`config.mk`:
```
export PLATFORM = sky130hd
export DESIGN_NAME = gsrd_front
export DESIGN_NICKNAME = d
export VERILOG_FILES = /design/src/sv/gsrd_front.sv
export SDC_FILE = /design/constraint.sdc
export NUM_CORES = 1
export LEC_CHECK = 0
export ABC_AREA = 0
export BUFFER_PORTS_ARGS = -buffer_cell sky130_fd_sc_hd__buf_2
export CORE_ASPECT_RATIO = 1.25
export CORE_UTILIZATION = 40
export CTS_BUF_LIST = sky130_fd_sc_hd__clkbuf_8
export CTS_CLUSTER_SIZE = 30
export DETAILED_ROUTE_END_ITERATION = 12
export GPL_TIMING_DRIVEN = 0
export PLACE_DENSITY_LB_ADDON = 0.12
export RECOVER_POWER = 25
export SLEW_MARGIN = 20
export SYNTH_ARGS = -nofsm -noshare
export SYNTH_HDL_FRONTEND = slang
export SYNTH_SLANG_ARGS = --single-unit
export TNS_END_PERCENT = 1
```
`constraint.sdc`:
```
create_clock -name clk -period 9.1 [get_ports clk]
set_input_delay 0 -clock clk [delete_from_list [all_inputs] [get_ports clk]]
set_output_delay 0 -clock clk [all_outputs]
set_load 0.02 [all_outputs]
```
`src/sv/gsrd_front.sv`:
```
// Accept requests and hand them to the queue with the wrapped address.
module gsrd_front #(
  parameter int GRID_W = 256,
  parameter int GRID_H = 256,
  parameter int CONC_BITS = 16,
  parameter int XW = 8,
  parameter int YW = 8
) (
  input  logic                 clk,
  input  logic                 rst,
  input  logic                 in_valid,
  output logic                 in_ready,
  input  logic [1:0]           func,
  input  logic [7:0]           cell_x,
  input  logic [7:0]           cell_y,
  input  logic [15:0]          conc_u_in,
  input  logic [15:0]          conc_v_in,
  output logic                 q_valid,
  input  logic                 q_ready,
  output logic [1:0]           q_func,
  output logic [XW-1:0]        q_x,
  output logic [YW-1:0]        q_y,
  output logic [CONC_BITS-1:0] q_u,
  output logic [CONC_BITS-1:0] q_v
);
  localparam int QW = 2 + XW + YW + 2 * CONC_BITS;
  logic [QW-1:0] mem [2];
  logic [1:0] cnt;
  logic       wp, rp;
  logic [XW-1:0] xw;
  logic [YW-1:0] yw;
  logic [CONC_BITS-1:0] ui, vi;
  logic push, pop;

  always_comb begin
    xw = XW'(32'(cell_x) % GRID_W);
    yw = YW'(32'(cell_y) % GRID_H);
    ui = CONC_BITS'(conc_u_in);
    vi = CONC_BITS'(conc_v_in);
  end

  assign in_ready = (cnt != 2'd2);
  assign push = in_valid && in_ready;
  assign q_valid = (cnt != 2'd0);
  assign pop = q_valid && q_ready;
  assign {q_func, q_x, q_y, q_u, q_v} = mem[rp];

  always_ff @(posedge clk) begin
    if (push) begin
      mem[wp] <= {func, xw, yw, ui, vi};
    end
    if (rst) begin
      cnt <= 2'd0;
      wp <= 1'b0;
      rp <= 1'b0;
    end else begin
      if (push) wp <= ~wp;
      if (pop) rp <= ~rp;
      cnt <= cnt + {1'b0, push} - {1'b0, pop};
    end
  end

  a_cnt: assert property (@(posedge clk) disable iff (rst) cnt <= 2'd2)
    else $error("queue overflow");
  a_push: assert property (@(posedge clk) disable iff (rst)
    (push && !pop) |=> cnt == $past(cnt) + 2'd1) else $error("push lost");
  a_pop: assert property (@(posedge clk) disable iff (rst)
    (pop && !push) |=> cnt == $past(cnt) - 2'd1) else $error("pop lost");
endmodule

```
Yosys cells after proc, flatten, opt, wreduce, memory -nomap -nowiden
Memory sizes are Yosys's and may differ from the RTL's. A register that Yosys moved wholly into a read port is not among the register bits.
Index checks and enable logic that the tools add are counted.
{"block": "totals", "ff_bits": 4, "latchBits": 0, "ramBits": 100, "mem_bits_ro": 0, "in_bits": 54, "elab_cells": 16, "n_memories": 1}
{"block": "classes", "addsub": 2, "multipliers": 0, "n_div": 0, "magnitude_cmp": 0, "n_eq_ne": 1, "shifts": 0, "mux": 4, "bitwise_logic": 2, "n_reduce_logical": 3}
{"memory": "mem", "words": 2, "word_bits": 50, "rd": 1, "rd_clocked_by_memory_dff": 1, "write_ports": 1, "line": "27", "text": "logic [QW-1:0] mem [2];"}
{"op": "1-bit 2-to-1 mux", "n": 4}
{"op": "2-bit by 1-bit adder with 2-bit output", "n": 1}
{"op": "1-bit logical AND", "n": 2}
{"op": "2-bit inequality test (second input constant)", "n": 1}
{"op": "1-bit NOT", "n": 2}
{"op": "2-bit nonzero test", "n": 1}
{"op": "2-bit by 1-bit subtractor with 2-bit output", "n": 1}

Logic depth before layout (Yosys ltp)
Gate-level depths: netlist (run 1).
{"block": "depth", "word_depth": 4, "mapped_depth": 8, "depth_no_buf": 8}

Least setup slack after synthesis (run 1)
No wires, ideal clock.
{"block": "synth_timing", "path_type": "reg-to-reg", "from": "register cnt[0]", "to": "memory mem[0][0] in the netlist's numbering, enable pin", "setup_ps": 458, "arrival_ps": 2741, "t_required_ps": 8642, "setup_slack_ps": 5901, "stages_incl_launch_ff": 4, "path_cell_list": "dfxtp_1 > nand2b_2 > nand2_2 > nor2_1"}
{"block": "synth_between", "elab_chain_len": 4}
{"element": "from (decl)", "line": "28", "text": "logic [1:0] cnt;"}
{"element": "from (signal assigned)", "line": "59", "text": "cnt <= cnt + {1'b0, push} - {1'b0, pop};"}
{"element": "2-bit inequality test", "line": "42", "text": "assign in_ready = (cnt != 2'd2);"}
{"element": "via in_ready", "line": "12", "text": "output logic in_ready,"}
{"element": "1-bit logical AND", "line": "43", "text": "assign push = in_valid && in_ready;"}
{"element": "1-bit 2-to-1 mux", "line": "49", "text": "if (push) begin"}
{"element": "1-bit 2-to-1 mux (implied by the code)", "line": "50", "text": "mem[wp] <= {func, xw, yw, ui, vi};"}
{"element": "to (decl)", "line": "27"}
The timed path passes the listed nets, and every way through them passes these cells.

Worst setup path after layout (run 1)
{"block": "layout_timing", "from": "register cnt[0]", "to": "memory mem[0][10] in the netlist's numbering, enable pin"}
{"block": "layout_between", "elab_chain_len": 4}
{"element": "2-bit inequality test", "line": "42"}
{"element": "1-bit logical AND", "line": "43"}
{"element": "1-bit 2-to-1 mux", "line": "49"}
{"element": "1-bit 2-to-1 mux (implied by the code)", "line": "50"}
No other way between the ends.

==> results of run 1 <==
[metal layers]
metal | up-vias | share of wire [%] | routed length (µm)
met1 | 1058 | 39 | 2665
met3 | 9 | 3.8 | 260
met5 | - | 0 | 0
met2 | 59 | 56 | 3866
li1 | 1040 | - | -
met4 | 0 | 1.9 | 129
[placed cells by master, fill, tap and decap left out, drive strengths merged]
cell           n
nor2b          2
clkbuf        24
inv            2
clkinvlp       2
o21a           1
ha             2
edfxtp       100
mux2          51
and3           1
buf           99
nand2          1
bufinv         2
dlygate4sd3   51
or2            1
nor2           5
clkinv         2
nand2b         1
xor2           1
dfxtp          5
xnor2          2
[stage by stage]
stage	setup slack [ns]	cells	utilization [%]	instance area, µm²	hold WS [ns]
5_1_grt	7.305	481	57.03	5594	0.03115
4_1_cts	7.388	481	57.21	5612	0.01035
3_5_place_dp	7.403	414	49.68	4873	0.1912
6_report	7.429	481	57.03	5594	0.03209
2_1_floorplan	5.901	180	-	4103	0.07161
3_3_place_gp	4.514	411	48.79	4786	0.1878
[critical path, cell delays in order (launching register included)]
cell and delay (ns):
dfxtp_1 0.37, nand2b_2 0.17, nand2_2 0.10, nor2_4 0.50, buf_16 0.24
[what timing repair did]
item | 4_1_cts | 5_1_grt
resized for setup | 0 | 0
hold endpoints to repair | 104 | 0
hold buffers | 51 | 0
[state kept, by name, indices dropped and copies added, names as in the netlist, named ones only]
| signal | count |
|---|---|
| mem | 100 |
| cnt | 2 |
| wp | 1 |
| rp | 1 |
[worst paths after layout]
kind              cells past startpoint              endpoint  slack (ns)              start
setup / recovery                      4  mem[0][10]$_DFFE_PP_        7.43  cnt[0]$_SDFF_PP0_
hold / removal                        3       wp$_SDFFE_PP0N_        0.03           in_valid
setup reg to reg                      4  mem[0][10]$_DFFE_PP_        7.43  cnt[0]$_SDFF_PP0_
hold reg to reg                       2       rp$_SDFFE_PP0P_        0.54    rp$_SDFFE_PP0P_
[kinds of logic (layout without fill, tap and decap cells)]
group / count (synthesis) / after routing / share of synthesized area, %
mux: 51 / 51 / 18.66
compound gates: 1 / 1 / 0.2135
flops: 105 / 105 / 75.63
buf+inv: 7 / 182 / 2.806
simple gates: 11 / 11 / 1.434
xor+xnor: 3 / 3 / 0.6406
fa+ha+maj: 2 / 2 / 0.6098
[area by class of cell]
type	instances	area (µm²)	area share [%]
Buffer	6	111.4	1.991
Clock buffer	9	123.9	2.214
Clock inverter	7	103.9	1.856
Inverter	1	3.754	0.06710
Multi-Input combinational cell	68	897.1	16.04
Sequential cell	105	3103	55.47
Tap cell	126	157.7	2.818
Timing Repair Buffer	159	1094	19.55
[power by group]
part | leakage, nW | internal [mW] | switching, mW | total (mW)
clock | 0.108 | 0.158 | 0.161 | 0.318
combinational | 1.10 | 0.240 | 0.240 | 0.480
sequential | 0.976 | 0.606 | 0.0184 | 0.624
==> impl_metrics.toml, run 1 <==
[status]
outcome = "completed"

[synth]
ys_types = 16
synth.most_common_cell = "edfxtp_1"
synth_edf_count = 100
synth_area_leaders = "edfxtp_1 (73%), mux2_4 (19%), buf_12 (2.4%)"
syn_area_per_cell_um2 = 22.79
yosys_warnings = 0
synth_top_flop_cell = "edfxtp_1"
ys_ff_latch = 105
ys_top_cells_by_count = "edfxtp_1 (100), mux2_4 (51), buf_12 (5), dfxtp_1 (5), nor2_1 (5)"
syn_area_mm2 = 0.004103
syn_inst = 180
syn-num-nets = 236
yosysTopAreaCell = "edfxtp_1"
seq_area_frac_synth_pct = 75.63
synth_top_area_share_pct = 73.19
async_flop_share_pct = 0

[timing]
drv_slew = 0
hold_viol_final = 0
timing.slew.headroom_pct = 57.83
fin_skew_ns = 0.007119
timing.setup.tns_ns = 0
setup_violations = 0
fmax_mhz = 598.3
rsz0062_at_grt = "false"
period_minus_slack_ns = 1.671
fin_crit_sh_pct = 18.37
tightest_slew_ns = 0.6310

[global_routing]
grt_remaining_overflow = 0
grt_antenna_before_repair = 0
grt_max_degree = 32
grt-busiest-layer = "met2"
grt_pass1_wl_mm = 10.96
grt_pass1_vias = 2328
use_met1_pct = 14.54
use_met2_pct = 25.83
gr-usage-all-layers_pct = 13.92
gr-usage-met3_pct = 2.910

[final_layout]
fillers = 803
syn2layout_area_growth_pct = 36.35
num_antenna_cells = 0
final_nets = 406
drive_above_1_share_pct = 48.45

[setup_path]
critical_path_required_ns = 9.18
cp_max_fo = 18
critical_path_class = "flip-flop to flip-flop"
cp-start-kind = "flip-flop"
cp-end-kind = "flip-flop"
arrival_ns = 1.75

[placement]
gp_congestion = 0.6424
port_buffers = 105
place_hpwl_mm = 4.405

[cts]
clockBufferDepth = 2
cts_sinks = 105
worstSkewPairLatency_ns = 0.37
clk_pin_slew_ns = 0.09
cts-buffers-inserted = 9
cts_setup_buffers = 0
clock-root-buffer = "clkbuf_8"
cts_tree = "yes"
h-tree-depth = 3

[drt]
wl_mm = 6.921
drt_iter0_drc = 58
drcViolationCount = 0
drtAntennaViolNets = 0
dr.pass1.iters = 4
wl_per_cell_um = 14.39
via_per_inst = 4.503
route.vias.total = 2166

[power_and_ir_drop]
peakVddDrop_v = 0.0001577
finalPower_mw = 1.423
p_per_area_mw_per_mm2 = 254.4
p_leak_nw = 2.182

[die]
start_util_pct = 41.82
die_area_mm2 = 0.01067
die_h_um = 115.2
rows = 40
core_area_mm2 = 0.009809
die_w_um = 92.59
io-pin-count = 106

[flow_run]
maxCapViolCount = 0

[min_path]
hp-class = "primary input to flip-flop"
Note: power is estimated with default switching activity, not from simulation.
==> inputs of run 2 (changes only) <==
- ABC_AREA: 0 -> 1
- clock period: 9.1 -> 1.42 ns (I/O delays scaled with it)
==> impl_metrics.toml, run 2 <==
[setup_path]
cp-end-kind = "output pin"
cp-start-kind = "flip-flop"
critPathMostFrequentCell = "buf_12"
crit_buf_inv = 3
crit_slowest_cell = "dfxtp_2"
cp_max_fo = 10
critical_path_required_ns = 1.42
arrival_ns = 1.45
cp_top_family = "buffers and inverters"
crit_path_max_incr_delay_ns = 0.35
critical_path_class = "flip-flop to output pin"
crit_chain = "buf_12 > buf_12 > mux2_4 > buf_2"

[synth]
synth_edf_count = 100
seq_area_frac_synth_pct = 75.52
yosys_warnings = 0
syn_inst = 193
ys_top_cells_by_count = "edfxtp_1 (100), mux2_4 (50), nor2_1 (9)"
syn_area_mm2 = 0.004109
synth_area_leaders = "edfxtp_1 (73%), mux2_4 (18%), buf_12 (2.4%)"
synth.most_common_cell = "edfxtp_1"
yosysTopAreaCell = "edfxtp_1"
ys_types = 11
ys_ff_latch = 105
synth_top_flop_cell = "edfxtp_1"
async_flop_share_pct = 0
syn-num-nets = 249
synth_top_area_share_pct = 73.08
syn_area_per_cell_um2 = 21.29

[timing]
tightest_slew_ns = 0.2985
hold_viol_final = 0
setup_violations = 67
timing.slew.headroom_pct = 80.05
drv_slew = 0
fin_crit_sh_pct = 102.1
fin_ws_ns = -0.02932
fin_skew_ns = 0.006960
period_minus_slack_ns = 1.449
rsz0062_at_grt = "true"
fmax_mhz = 690.0

[cts]
clk_pin_slew_ns = 0.08
clockBufferDepth = 2
worstSkewPairLatency_ns = 0.35
cts_sinks = 105
h-tree-depth = 3
cts_tree = "yes"
cts-buffers-inserted = 9
clock-root-buffer = "clkbuf_8"

[drt]
drtAntennaViolNets = 0
drt_iter0_drc = 80
route.vias.total = 2248
dr.pass1.iters = 4
via_per_inst = 4.469
wl_mm = 7.178
drcViolationCount = 0
wl_per_cell_um = 14.27

[placement]
pre_cts_ws_ns = -0.2562
dpl.cell_count = 430
place_hpwl_mm = 4.460
gp_congestion = 0.7046
port_buffers = 105

[power_and_ir_drop]
finalPower_mw = 9.420
p_per_area_mw_per_mm2 = 1588
peakVddDrop_v = 0.001299
p_leak_nw = 2.326

[final_layout]
reg.largest.list = "mem: 100 flops, cnt: 2 flops"
fin_cells = 503
seqCellArea_mm2 = 0.003110
fillers = 794
syn2layout_area_growth_pct = 44.37
regMostFlops = "mem"
final_cell_mix = "edfxtp_1 (100), buf_2 (57), dlygate4sd3_1 (53)"
multi_input_area_um2 = 924.6
layout.cells.most_common = "edfxtp_1"
num_antenna_cells = 0
drive_above_1_share_pct = 49.73
final_nets = 425
largest_reg_flops = 100

[global_routing]
grt_pass1_vias = 2298
grt_max_degree = 31
gr-usage-all-layers_pct = 13.86
grt_pass1_wl_mm = 10.89
grt_remaining_overflow = 0
grt_antenna_before_repair = 0

[status]
violations = "setup timing"
outcome = "complete, but fails checks"

[die]
io-pin-count = 106
core_area_mm2 = 0.01005
rows = 41
die_w_um = 92.65
die_area_mm2 = 0.01068
die_h_um = 115.3
start_util_pct = 40.87

[flow_run]
maxCapViolCount = 0

[min_path]
hp-class = "primary input to flip-flop"
[run 2: changes by cell type in the layout (fill, tap and decap cells not counted), sizes merged, moves of 3 or more]
cell,before,now
buf,99,107
inv,2,9
nand2,1,8
clkbuf,24,19
nor2,5,9
nand3,0,3
[run 2: metrics by stage]
step / TNS, ns / cell area [µm²] / utilization, % / hold slack [ns]
6_report: -0.6808 / 5932 / 59.00 / 0.3482
4_1_cts: -3.580 / 5733 / 57.02 / 0.3277
3_5_place_dp: -8.347 / 4896 / 48.69 / 0.1748
2_1_floorplan: -28.45 / 4141 / - / 0.06383
3_3_place_gp: -74.23 / 4828 / 48.02 / 0.1687
5_1_grt: -6.256 / 5932 / 59.00 / 0.3442
[run 2: per-layer routing]
layer	global-route usage, %	up-vias	wire (µm)
met5	0	-	0
met4	8.000	0	116
met3	3.704	8	399
met2	23.80	66	3809
met1	15.57	1090	2852
li1	-	1084	-
[run 2: cell type report]
cell class	count	share of cell area, %
Timing Repair inverter	1	0.1266
Clock inverter	7	0.9070
Tap cell	129	2.721
Inverter	8	0.5695
Sequential cell	105	52.44
Clock buffer	9	2.088
Timing Repair Buffer	164	23.54
Buffer	6	2.025
Multi-Input combinational cell	74	15.59
[run 2: where the power goes]
group	internal [mW]	leakage (nW)	switching [mW]
Combinational	1.96	1.25	1.72
Sequential	3.93	0.977	0.139
Clock	0.783	0.0981	0.902
[run 2: tightest hold or removal path: stages]
cell and delay [ns]:
dlygate4sd3_1 0.52, buf_2 0.11, nor2_1 0.04
[run 2: kinds of logic after synthesis]
kind of cell | Yosys count | synth area share [%]
AOI/OAI and AO/OA | 2 | 0.2436
adders and majority gates | 2 | 0.6089
buffers and inverters | 14 | 3.441
DFF | 105 | 75.52
muxes | 50 | 18.27
and+or+nand+nor | 20 | 1.918
[run 2: final timing paths]
path / startpoint / to / slack (ns) / depth (start not counted)
hold / removal: rst / cnt[0]$_SDFF_PP0_ / 0.35 / 3
setup reg to reg: cnt[1]$_SDFF_PP0_ / cnt[1]$_SDFF_PP0_ / -0.02 / 8
setup / recovery: flip-flop / q_x[5] / -0.03 / 4
hold reg to reg: rp$_SDFFE_PP0P_ / rp$_SDFFE_PP0P_ / 0.51 / 2
[run 2: repair_timing]
item                                    in CTS  in global routing
gates resized for setup                     40                 52
endpoints found under the setup margin     101                127
endpoints found under the hold margin      105                  0
buffers inserted                             0                  2
pin swaps                                    0                  3
gates cloned                                 1                  1
hold buffers                                53                  0
